===== src/ttcp_pkg.sv =====
// Package: constants, codes and types for the track table conflict predictor.
`timescale 1ns / 1ps
package ttcp_pkg;
	localparam int MaxTracks  = 8;
	localparam int MaxResults = 29;
	localparam int IdxW = $clog2(MaxTracks);
	localparam int CntW = $clog2(MaxTracks + 1);

	localparam logic [1:0] CMD_UPSERT  = 2'd0;
	localparam logic [1:0] CMD_REMOVE  = 2'd1;
	localparam logic [1:0] CMD_LOOKUP  = 2'd2;
	localparam logic [1:0] CMD_PREDICT = 2'd3;

	localparam logic [1:0] KIND_ACK      = 2'd0;
	localparam logic [1:0] KIND_CONFLICT = 2'd1;
	localparam logic [1:0] KIND_END      = 2'd2;

	localparam logic [1:0] ST_OK       = 2'd0;
	localparam logic [1:0] ST_FULL     = 2'd1;
	localparam logic [1:0] ST_NOTFOUND = 2'd2;
	localparam logic [1:0] ST_HORIZON  = 2'd3;

	localparam logic [1:0] REG_HORIZON = 2'd0;
	localparam logic [1:0] REG_HLIMIT  = 2'd1;
	localparam logic [1:0] REG_VLIMIT  = 2'd2;

	typedef enum logic [2:0] {
		S_IDLE, S_SEARCH, S_SHIFT, S_PRED, S_CMP, S_EMIT, S_END, S_ACK
	} state_t;

	typedef struct packed {
		logic [1:0]  kind;
		logic [1:0]  status;
		logic [9:0]  report_step;
		logic [15:0] first_id;
		logic [15:0] second_id;
		logic [31:0] first_x;
		logic [31:0] first_y;
		logic [31:0] first_z;
		logic [31:0] second_x;
		logic [31:0] second_y;
		logic [31:0] second_z;
		logic        last;
	} result_t;
endpackage


===== src/track_table_conflict_predictor_top.sv =====
// Top level of the track table conflict predictor.
`timescale 1ns / 1ps
// Usage: commands enter on the s_axis channel (one item per command, the
// opcode on tuser), results leave on m_axis (the result kind on tuser),
// registers are written on the cfg channel while idle; the user must keep
// to that, the block does not enforce it. Upsert, remove and lookup search
// the table one entry a cycle, a remove then shifts later entries one a
// cycle; one ack follows. Predict at a step at or past the horizon only
// acks with the horizon status; else it computes one axis of one track per
// cycle (one shared multiply-add), then compares one axis of one pair per
// cycle while no conflict waits to be sent (up to 28 pairs), sending each
// conflict and a final scan end with tlast.
// s_axis_tready is low while a command is in work or a result is held.
// A stalled receiver holds the output register and pauses the scan.
// Reset clears the track count, the registers to 180, 3000, 1000 and drops
// any held result; table contents are not cleared.
module track_table_conflict_predictor_top import ttcp_pkg::*; (
	input  logic         clk,
	input  logic         arst_n,
	input  logic         cfg_valid,
	output logic         cfg_ready,
	input  logic [1:0]   cfg_index,
	input  logic [15:0]  cfg_data,
	input  logic         s_axis_tvalid,
	output logic         s_axis_tready,
	// track_id, pos_x, pos_y, pos_z, vel_x, vel_y, vel_z, step_index
	input  logic [175:0] s_axis_tdata,
	// command
	input  logic [1:0]   s_axis_tuser,
	output logic         m_axis_tvalid,
	input  logic         m_axis_tready,
	// status, report_step, first_id, second_id, first_x/y/z, second_x/y/z
	output logic [239:0] m_axis_tdata,
	// kind
	output logic [1:0]   m_axis_tuser,
	output logic         m_axis_tlast
);
	result_t res;
	ttcp_top_core u_core (
		.clk(clk), .arst_n(arst_n),
		.cfg_valid(cfg_valid), .cfg_ready(cfg_ready),
		.cfg_index(cfg_index), .cfg_data(cfg_data),
		.in_valid(s_axis_tvalid), .in_ready(s_axis_tready),
		.in_cmd(s_axis_tuser), .in_id(s_axis_tdata[15:0]),
		.in_pos(s_axis_tdata[111:16]), .in_vel(s_axis_tdata[159:112]),
		.in_step(s_axis_tdata[169:160]),
		.out_valid(m_axis_tvalid), .out_ready(m_axis_tready), .out_res(res)
	);
	assign m_axis_tdata = {4'd0, res.second_z, res.second_y, res.second_x, res.first_z,
		res.first_y, res.first_x, res.second_id, res.first_id, res.report_step,
		res.status};
	assign m_axis_tuser = res.kind;
	assign m_axis_tlast = res.last;
endmodule


===== src/ttcp_cmp_unit.sv =====
// Shared separation compare: exact signed difference magnitude against a limit.
`timescale 1ns / 1ps
module ttcp_cmp_unit import ttcp_pkg::*; (
	input  logic [31:0] a,
	input  logic [31:0] b,
	input  logic [15:0] limit,
	output logic        fits
);
	logic signed [32:0] diff;
	logic [32:0] mag;
	// Take the exact difference, then its magnitude
	always_comb begin
		diff = 33'(signed'(a)) - 33'(signed'(b));
		mag = diff[32] ? 33'(-diff) : 33'(diff);
		fits = mag <= {17'd0, limit};
	end
endmodule


===== src/ttcp_top_core.sv =====
// Sequencer, track table and output register of the conflict predictor.
`timescale 1ns / 1ps
module ttcp_top_core import ttcp_pkg::*; (
	input  logic        clk,
	input  logic        arst_n,
	input  logic        cfg_valid,
	output logic        cfg_ready,
	input  logic [1:0]  cfg_index,
	input  logic [15:0] cfg_data,
	input  logic        in_valid,
	output logic        in_ready,
	input  logic [1:0]  in_cmd,
	input  logic [15:0] in_id,
	input  logic [95:0] in_pos,
	input  logic [47:0] in_vel,
	input  logic [9:0]  in_step,
	output logic        out_valid,
	input  logic        out_ready,
	output result_t     out_res
);
	state_t state_q, state_d;
	logic [9:0]  horizon_q;
	logic [15:0] hlim_q, vlim_q;
	logic [15:0] ids_q [MaxTracks];
	logic [95:0] pos_q [MaxTracks];
	logic [47:0] vel_q [MaxTracks];
	logic [95:0] pred_q [MaxTracks];
	logic [CntW-1:0] count_q;
	logic [CntW-1:0] i_q, j_q;
	logic [1:0]  cmd_q;
	logic [15:0] id_q;
	logic [95:0] ipos_q;
	logic [47:0] ivel_q;
	logic [9:0]  step_q;
	logic [1:0]  status_q;
	logic [1:0]  ax_q;
	logic        pass_q;
	logic [4:0]  nrep_q;
	logic        out_valid_q;
	result_t     res_q;
	logic        cmp_ok;
	logic [31:0] ca, cb;
	logic [15:0] clim;
	logic [IdxW-1:0] ii, jj;

	assign ii = i_q[IdxW-1:0];
	assign jj = j_q[IdxW-1:0];
	assign cfg_ready = 1'b1;
	assign in_ready  = (state_q == S_IDLE) && !out_valid_q;
	assign out_valid = out_valid_q;
	assign out_res   = res_q;

	// Select one axis of the current pair for the shared compare
	always_comb begin
		ca = pred_q[ii][ax_q*32 +: 32];
		cb = pred_q[jj][ax_q*32 +: 32];
		clim = (ax_q == 2'd2) ? vlim_q : hlim_q;
	end

	ttcp_cmp_unit u_cmp (.a(ca), .b(cb), .limit(clim), .fits(cmp_ok));

	// Next state
	always_comb begin
		state_d = state_q;
		unique case (state_q)
			S_IDLE:   if (in_valid && in_ready) state_d = S_SEARCH;
			S_SEARCH: begin
				if (cmd_q == CMD_PREDICT)
					state_d = (step_q >= horizon_q) ? S_ACK : S_PRED;
				else if (i_q >= count_q || ids_q[ii] == id_q)
					state_d = (cmd_q == CMD_REMOVE && i_q < count_q) ? S_SHIFT : S_ACK;
			end
			S_SHIFT:  if (i_q + 1'b1 >= count_q) state_d = S_ACK;
			S_PRED:   if (i_q >= count_q) state_d = S_CMP;
			S_CMP: begin
				if (j_q >= count_q || nrep_q >= 5'(MaxResults - 1)) state_d = S_END;
				else if (ax_q == 2'd2) state_d = (pass_q && cmp_ok) ? S_EMIT : S_CMP;
			end
			S_EMIT:   if (!out_valid_q) state_d = S_CMP;
			S_END:    if (!out_valid_q) state_d = S_IDLE;
			S_ACK:    if (!out_valid_q) state_d = S_IDLE;
			default:  state_d = S_IDLE;
		endcase
	end

	always_ff @(posedge clk or negedge arst_n) begin
		if (!arst_n) begin
			state_q <= S_IDLE;
			horizon_q <= 10'd180;
			hlim_q <= 16'd3000;
			vlim_q <= 16'd1000;
			count_q <= '0;
			out_valid_q <= 1'b0;
			i_q <= '0;
			j_q <= '0;
			ax_q <= '0;
			pass_q <= 1'b0;
			nrep_q <= '0;
			status_q <= ST_OK;
		end else begin
			state_q <= state_d;
			if (out_valid_q && out_ready) out_valid_q <= 1'b0;
			// Configuration writes
			if (cfg_valid) begin
				unique case (cfg_index)
					REG_HORIZON: horizon_q <= cfg_data[9:0];
					REG_HLIMIT:  hlim_q <= cfg_data;
					REG_VLIMIT:  vlim_q <= cfg_data;
					default: ;
				endcase
			end
			unique case (state_q)
				S_IDLE: begin
					i_q <= '0;
					nrep_q <= '0;
					if (in_valid && in_ready) begin
						cmd_q <= in_cmd; id_q <= in_id; ipos_q <= in_pos;
						ivel_q <= in_vel; step_q <= in_step;
					end
				end
				S_SEARCH: begin
					if (cmd_q == CMD_PREDICT) begin
						status_q <= (step_q >= horizon_q) ? ST_HORIZON : ST_OK;
					end else if (i_q < count_q && ids_q[ii] == id_q) begin
						status_q <= ST_OK;
						if (cmd_q == CMD_UPSERT) begin
							pos_q[ii] <= ipos_q; vel_q[ii] <= ivel_q;
						end
					end else if (i_q >= count_q) begin
						if (cmd_q == CMD_UPSERT) begin
							if (count_q >= CntW'(MaxTracks)) status_q <= ST_FULL;
							else begin
								status_q <= ST_OK;
								ids_q[ii] <= id_q; pos_q[ii] <= ipos_q;
								vel_q[ii] <= ivel_q; count_q <= count_q + 1'b1;
							end
						end else status_q <= ST_NOTFOUND;
					end else i_q <= i_q + 1'b1;
				end
				S_SHIFT: begin
					// Move the next entry down one place
					if (i_q + 1'b1 < count_q) begin
						ids_q[ii] <= ids_q[IdxW'(i_q + 1'b1)];
						pos_q[ii] <= pos_q[IdxW'(i_q + 1'b1)];
						vel_q[ii] <= vel_q[IdxW'(i_q + 1'b1)];
						i_q <= i_q + 1'b1;
					end else count_q <= count_q - 1'b1;
				end
				S_PRED: begin
					// One axis per cycle: pos + (t+1)*vel
					if (i_q < count_q) begin
						pred_q[ii][ax_q*32 +: 32] <= pos_q[ii][ax_q*32 +: 32]
							+ 32'(signed'({1'b0, step_q} + 11'd1)
							* signed'(vel_q[ii][ax_q*16 +: 16]));
						if (ax_q == 2'd2) begin
							ax_q <= '0; i_q <= i_q + 1'b1;
						end else ax_q <= ax_q + 1'b1;
					end else begin
						i_q <= '0; j_q <= CntW'(1); ax_q <= '0; pass_q <= 1'b1;
					end
				end
				S_CMP: begin
					if (j_q < count_q && nrep_q < 5'(MaxResults - 1)) begin
						if (ax_q == 2'd2) begin
							ax_q <= '0;
							pass_q <= 1'b1;
							if (!(pass_q && cmp_ok)) begin
								if (j_q + 1'b1 >= count_q) begin
									i_q <= i_q + 1'b1; j_q <= i_q + 2'd2;
								end else j_q <= j_q + 1'b1;
							end
						end else begin
							ax_q <= ax_q + 1'b1;
							pass_q <= pass_q && cmp_ok;
						end
					end
				end
				S_EMIT: if (!out_valid_q) begin
					out_valid_q <= 1'b1;
					res_q <= '{KIND_CONFLICT, ST_OK, step_q, ids_q[ii], ids_q[jj],
						pred_q[ii][31:0], pred_q[ii][63:32], pred_q[ii][95:64],
						pred_q[jj][31:0], pred_q[jj][63:32], pred_q[jj][95:64], 1'b0};
					nrep_q <= nrep_q + 1'b1;
					if (j_q + 1'b1 >= count_q) begin
						i_q <= i_q + 1'b1; j_q <= i_q + 2'd2;
					end else j_q <= j_q + 1'b1;
				end
				S_END: if (!out_valid_q) begin
					out_valid_q <= 1'b1;
					res_q <= '{KIND_END, ST_OK, step_q, 16'd0, 16'd0, 32'd0, 32'd0, 32'd0,
						32'd0, 32'd0, 32'd0, 1'b1};
				end
				S_ACK: if (!out_valid_q) begin
					out_valid_q <= 1'b1;
					res_q <= '{KIND_ACK, status_q, 10'd0, 16'd0, 16'd0, 32'd0, 32'd0, 32'd0,
						32'd0, 32'd0, 32'd0, 1'b1};
				end
				default: ;
			endcase
		end
	end
endmodule


===== config.mk =====
export PLATFORM = sky130hd
export DESIGN_NAME = track_table_conflict_predictor_top
export DESIGN_NICKNAME = d
export VERILOG_FILES = /design/src/ttcp_pkg.sv /design/src/track_table_conflict_predictor_top.sv /design/src/ttcp_cmp_unit.sv /design/src/ttcp_top_core.sv
export SDC_FILE = /design/constraint.sdc
export NUM_CORES = 2
export LEC_CHECK = 0
export BUFFER_PORTS_ARGS = -buffer_cell sky130_fd_sc_hd__buf_2
export CORE_MARGIN = 2
export CORE_UTILIZATION = 45
export CTS_BUF_LIST = sky130_fd_sc_hd__clkbuf_2
export CTS_CLUSTER_DIAMETER = 60
export DETAILED_ROUTE_END_ITERATION = 6
export GPL_TIMING_DRIVEN = 0
export HOLD_SLACK_MARGIN = 0.02
export MAX_ROUTING_LAYER = met4
export PLACE_DENSITY = 0.72
export SYNTH_ARGS = -nofsm -noshare
export SYNTH_HDL_FRONTEND = slang
export SYNTH_HIERARCHICAL = 1
export SYNTH_SLANG_ARGS = --single-unit

===== constraint.sdc =====
create_clock -name clk -period 16 [get_ports clk]
set_input_delay 1.6 -clock clk [delete_from_list [all_inputs] [get_ports clk]]
set_output_delay 1.6 -clock clk [all_outputs]
set_load 0.1 [all_outputs]

; Word-level counts from Yosys, hierarchy flattened
; Memory sizes are Yosys's and may differ from the RTL's.
; Cells that the tools add are included.
[word_totals]
reg_bits = 479
n_memories = 4
wordCells = 230
ram_bits = 2048
rom_bits = 0
in_bits = 201
out_inout_bits = 246
latchBits = 0
[mem_list]
columns = name, words, width, read_ports, rd_ports_with_merged_regs, write_ports, line_no
row1 = u_core.pos_q, 8, 96, 2, 0, 1, ttcp_top_core.sv:25  ; logic [95:0] pos_q [MaxTracks];
row2 = u_core.pred_q, 8, 96, 2, 0, 1, ttcp_top_core.sv:27  ; logic [95:0] pred_q [MaxTracks];
row3 = u_core.vel_q, 8, 48, 2, 0, 1, ttcp_top_core.sv:26  ; logic [47:0] vel_q [MaxTracks];
row4 = u_core.ids_q, 8, 16, 3, 0, 1, ttcp_top_core.sv:24  ; logic [15:0] ids_q [MaxTracks];
[op_classes]
addsub = 12
n_bitwise = 5
mux = 87
mul = 1
shift = 6
n_eq_ne = 35
n_div = 0
order_cmp = 12
n_reduce_logical = 39
[op_table]
columns = operator, n
row1 = 239-bit 2-to-1 mux, 3
row2 = 239-bit one-hot mux with 3 select lines, 1
row3 = 96-bit 2-to-1 mux, 3
row4 = 96-bit by 8-bit variable part select with 32-bit output, 3
row5 = 48-bit 2-to-1 mux, 2
row6 = 32-bit by 34-bit variable shift with 96-bit output (first input constant), 1
row7 = 32-bit by 34-bit variable part select with 96-bit output, 1
row8 = 4-bit 2-to-1 mux, 23
row9 = 48-bit by 7-bit variable part select with 16-bit output, 1
row10 = 7-bit negation with 34-bit output, 1
row11 = 33-bit by 16-bit <= comparator with 1-bit output, 1
row12 = 3-bit 2-to-1 mux, 11
row13 = 33-bit 2-to-1 mux, 1
row14 = 33-bit negation, 1
row15 = 32-bit by 32-bit subtractor with 33-bit output, 1
row16 = 32-bit adder, 1
row17 = 16-bit 2-to-1 mux, 2
row18 = 11-bit by 16-bit multiplier with 27-bit output, 1
row19 = 1-bit 2-to-1 mux, 25
row20 = 2-bit inequality test (second input constant), 12
row21 = 4-bit one-hot mux with 6 select lines, 1
row22 = 3-bit one-hot mux with 7 select lines, 1
row23 = 16-bit equality test, 1
row24 = 4-bit greater-or-equal comparator, 4
row25 = other kinds (43), 95

; Depth between registers and ports, before layout
[depth]
ltp_word = 11
ltp_mapped = 45
depth_no_buf = 35

; Modules after synthesis
; Netlist, hierarchy kept.
[modules_own_cells]
columns = module, seq_area_each_um2, cells_per_inst, area_each_um2, n_inst
row1 = ttcp_top_core, 75563.7, 6952, 122202.2, 1
row2 = ttcp_cmp_unit, 0.0, 553, 3694.8, 1
row3 = track_table_conflict_predictor_top, 0.0, 5, 33.8, 1

; Worst setup path after synthesis
; OpenSTA, ideal clock, no wires.
[synth_timing]
path_type = in2reg
from = input port arst_n
to = register u_core.res_q (netlist bit u_core/out_res[0]), enable pin
arrival_time_ns = 12.248
slack_ns = 2.882
required_time_ns = 15.129
n_path_buf = 1
setup_ns = 0.871
stages = 2
path_cell_list = clkbuf_1 nor2b_1
[synth_via]
elab_chain_cells = 1
[synth_lines]
columns = element, line_no
row1 = start: declaration, track_table_conflict_predictor_top.sv:19  ; input logic arst_n,
row2 = 5-bit AND reduction (no line), n/a
row3 = end signal: assignment, ttcp_top_core.sv:180  ; res_q <= '{KIND_CONFLICT, ST_OK, step_q, ids_q[ii], ids_q[jj],
row4 = end signal: assignment, ttcp_top_core.sv:190  ; res_q <= '{KIND_END, ST_OK, step_q, 16'd0, 16'd0, 32'd0, 32'd0, 32'd0,
row5 = end signal: assignment, ttcp_top_core.sv:195  ; res_q <= '{KIND_ACK, status_q, 10'd0, 16'd0, 16'd0, 32'd0, 32'd0, 32'd0,
row6 = end: declaration, ttcp_top_core.sv:40  ; result_t res_q;
; No other way between the ends.
; A chain may end at the register's enable or synchronous reset.

; Worst setup path in the final report
[layout_timing]
from = register u_core.i_q[1]
to = register u_core.i_q[0]
[layout_via]
elab_chain_cells = 9
elab_cells_between_ends = 22
classes_between = 3 x add/sub / 4 x order compare / 6 x eq/ne / 1 x shift / 3 x mux / 3 x reduce/logical / 2 x memory
[layout_lines]
columns = element, line_no
row1 = start: declaration, ttcp_top_core.sv:29  ; logic [CntW-1:0] i_q, j_q;
row2 = start signal: assignment, ttcp_top_core.sv:138  ; end else i_q <= i_q + 1'b1;
row3 = start signal: assignment, ttcp_top_core.sv:146  ; i_q <= i_q + 1'b1;
row4 = start signal: assignment, ttcp_top_core.sv:169  ; i_q <= i_q + 1'b1; j_q <= i_q + 2'd2;
row5 = memory read 8 x 96 bit *, n/a
row6 = 96-bit by 8-bit variable part select with 32-bit output *, ttcp_top_core.sv:55  ; ca = pred_q[ii][ax_q*32 +: 32];
row7 = net u_core.ca[13], ttcp_top_core.sv:42  ; logic [31:0] ca, cb;
row8 = 32-bit by 32-bit subtractor with 33-bit output *, ttcp_cmp_unit.sv:13  ; diff = 33'(signed'(a)) - 33'(signed'(b));
row9 = 33-bit negation, ttcp_cmp_unit.sv:14  ; mag = diff[32] ? 33'(-diff) : 33'(diff);
row10 = 33-bit 2-to-1 mux *, ttcp_cmp_unit.sv:14
row11 = 33-bit by 16-bit <= comparator with 1-bit output *, ttcp_cmp_unit.sv:15  ; fits = mag <= {17'd0, limit};
row12 = net u_core.cmp_ok, ttcp_top_core.sv:41  ; logic cmp_ok;
row13 = 1-bit logical AND *, ttcp_top_core.sv:167  ; if (!(pass_q && cmp_ok)) begin
row14 = 2-bit inequality test (no line) *, n/a
row15 = 10-bit AND reduction (no line) *, n/a
; Mark *: on every way through the listed nets, which the timed path passes. The rest lies on a longest branch.

==> metrics <==
outcome complete, but fails checks; violated checks max-capacitance violations, max-slew violations; Crit path required time 17.85 ns; wire length of the first global-routing pass 606.9 mm; Slew Limit Fails 69; Setup Buffers After CTS 0; HP Class primary input to flip-flop; antenna-violating nets left 0; hold endpoint u_core/id_q[3]$_DFFE_PP_; max incr delay on CP 1.05 ns; Min-Delay Startpoint s_axis_tdata[3]; Synth area leader edfxtp_1; Syn Area/Cell 16.77 sq um; GPL Wtd Cong 1.009; RSZ-0062 raised after global routing no; clock root buffer clkbuf_2; period utilization 86.87%; Highest Signal Layer met4; ranking of synthesized cells by area edfxtp_1, mux4_2, mux2i_1; HPWL Detailed 322.7 mm; post-synth top area share 58.64%; CTS Buf Count 636; vias per cell 6.373; CORE AREA 0.2789 sq mm; htree depth 6; CTS max path bufs 4; Yosys warning total 6; CTS tree yes; reg-to-reg endpoint u_core/i_q[0]$_DFFE_PN0P_; measured slew at the worst slew-check pin 1.680 ns; vias 83630; ys async rst share 2.691%; sequential share of the synthesized area 60.00%; share of cells above drive strength 1 31.85%; Setup Skew 0.2578 ns; slew margin rel. -12.36%; # rows 194; Max Cap Viol 12; routed wl met3 60.32 mm; #FFs+latches synth 2527; clock sinks 2527; Critical-path top delay cell clkbuf_1; final wirelength 436.1 mm; final setup fails 0; clock period minus worst slack 13.90 ns; Post-Syn Instances 7510; Port-buffer cells 435; kind of critical path flip-flop to flip-flop; critical path's most frequent cell clkbuf_1; setup slack after layout 2.101 ns; reg2reg path depth 41; Die ar. 0.2841 sq mm; pre-CTS WS 2.791 ns; maximum clock rate 71.95 MHz; DRC viols 0; worst reg2reg path startpoint u_core/i_q[1]$_DFFE_PN0P_; Initial Util 45.15%; cts repair resizes 0; Primary FF master, synth edfxtp_1; Synth cell types 102; Worst setup SP type flip-flop; initial antenna violation count 42; Post-Synthesis Cell Area 0.1259 sq mm; number of synthesized flops with an enable pin 2459; met1 WL 155.8 mm; grt ovf 0; commonest non-fill, non-tap cell in the layout edfxtp_1; I/O pins 447; hold-fix buffers at CTS 201; total track usage 31.14%; setup tns final 0 ns; Die Ht 533.0 um; vias in the first global route 82720; clock latency on the worst-skew pair 2.20 ns; die width 533.0 um; Arr. time, crit path 15.75 ns; Area growth syn-to-layout 14.29%; Setup crit end kind flip-flop; most frequent cells in the layout edfxtp_1, mux4_2, clkbuf_2, nand2_1, buf_2; Nets 9489; WHS Path Cells 2; drt wl/cell 33.24 um; 1st-pass router iterations 6; final hold viol count 0; largest net degree at the start of global routing 79; Clock Pin Slew Worst Setup and Hold Paths 0.11 ns; Worst Path Max Fanout 10; initial DRC count 12650; setup slack, reg-to-reg 2.10 ns; Met2 Wirelength 192.4 mm
-- flip-flops by register name, summed over array words and instances (netlist names), 3 cells and up --
register,cells
u_core/count_q,4
u_core/hlim_q,16
u_core/horizon_q,10
u_core/i_q,4
u_core/id_q,16
u_core/ids_q,128
u_core/ipos_q,96
u_core/ivel_q,48
u_core/j_q,4
u_core/nrep_q,5
u_core/out_res,239
u_core/pos_q,768
u_core/pred_q,768
u_core/state_q,3
u_core/step_q,10
u_core/vel_q,384
u_core/vlim_q,16
-- metrics by stage --
| stage | cells | hold slack, ns | utilization [%] | cell area (sq um) |
|---|---|---|---|---|
| after global placement | 11670 | 0.4829 | 47.61 | 132800 |
| after global routing | 13110 | 0.1777 | 51.60 | 143900 |
| after CTS | 13080 | 0.02345 | 51.56 | 143800 |
| final | 13120 | 0.2125 | 51.61 | 143900 |
| after detailed placement | 11820 | 0.4912 | 48.80 | 136100 |
| after floorplan | 7513 | 0.4737 | - | 125900 |
-- cell usage after synthesis, drive strengths merged (53+ instances only) --
library cell	instances
buf	200
a21o	53
o22ai	55
mux4	1089
fa	165
edfxtp	2459
o21ai	349
a21oi	142
clkbuf	274
inv	302
and2	91
nand2	568
xnor2	71
mux2i	403
mux2	83
ha	184
nor2	416
nand3	54
-- routing by layer --
| layer | vias up | GRT usage [%] |
|---|---|---|
| met5 | - | - |
| met4 | 0 | 16.98 |
| met3 | 1122 | 9.399 |
| met2 | 6704 | 44.49 |
| met1 | 42570 | 39.91 |
| li1 | 33230 | - |
-- how the worst max path moves through the flow --
| stage | startpoint | to | slack [ns] |
|---|---|---|---|
| after global routing | u_core/i_q[1]$_DFFE_PN0P_ | u_core/i_q[0]$_DFFE_PN0P_ | 1.93 |
| after CTS | u_core/i_q[1]$_DFFE_PN0P_ | u_core/i_q[0]$_DFFE_PN0P_ | 2.77 |
| after global placement | arst_n | u_core/out_res[114]$_DFFE_PP_ | -3.34 |
| after detailed placement | u_core/i_q[1]$_DFFE_PN0P_ | u_core/j_q[2]$_DFFE_PN0P_ | 2.79 |
| final | u_core/i_q[1]$_DFFE_PN0P_ | u_core/i_q[0]$_DFFE_PN0P_ | 2.10 |
| after floorplan | arst_n | u_core/out_res[0]$_DFFE_PP_ | 2.88 |
-- critical path, delay by kind of cell, from the launching register on --
family / cells / cell delay (ns)
DFF: 1 / 0.48
and+or+nand+nor: 8 / 1.81
muxes: 2 / 1.37
buffers and inverters: 9 / 4.98
adders and majority gates: 2 / 0.72
AOI/OAI and AO/OA: 20 / 4.23
-- cell type report --
type | instances | area, sq um
well taps | 3724 | 4659
plain buffers | 474 | 2076
fillers | 22750 | 135000
flip-flops and latches | 2527 | 75560
inverters | 302 | 1134
repair buffers | 788 | 7224
clock inverters | 171 | 1246
multi-input cells | 4210 | 47480
clock buffers | 890 | 4454
diodes | 36 | 90.09
-- kinds of logic (layout without fill, tap and decap cells) --
logic type / after synthesis / after routing / synth area share, %
adder cells (fa/ha/maj): 349 / 349 / 4.451
flip-flops: 2527 / 2527 / 60.00
buffers and inverters: 776 / 2625 / 2.534
AO/OA/AOI/OAI: 801 / 801 / 3.915
multiplexers: 1575 / 1575 / 23.43
AND/OR/NAND/NOR: 1371 / 1371 / 4.898
XOR/XNOR: 109 / 109 / 0.7581
other: 2 / 41 / 0.005964
Power is left out: the tool's default activity adds up to more than one toggle a clock period on the data nets, which glitch-free logic cannot reach.
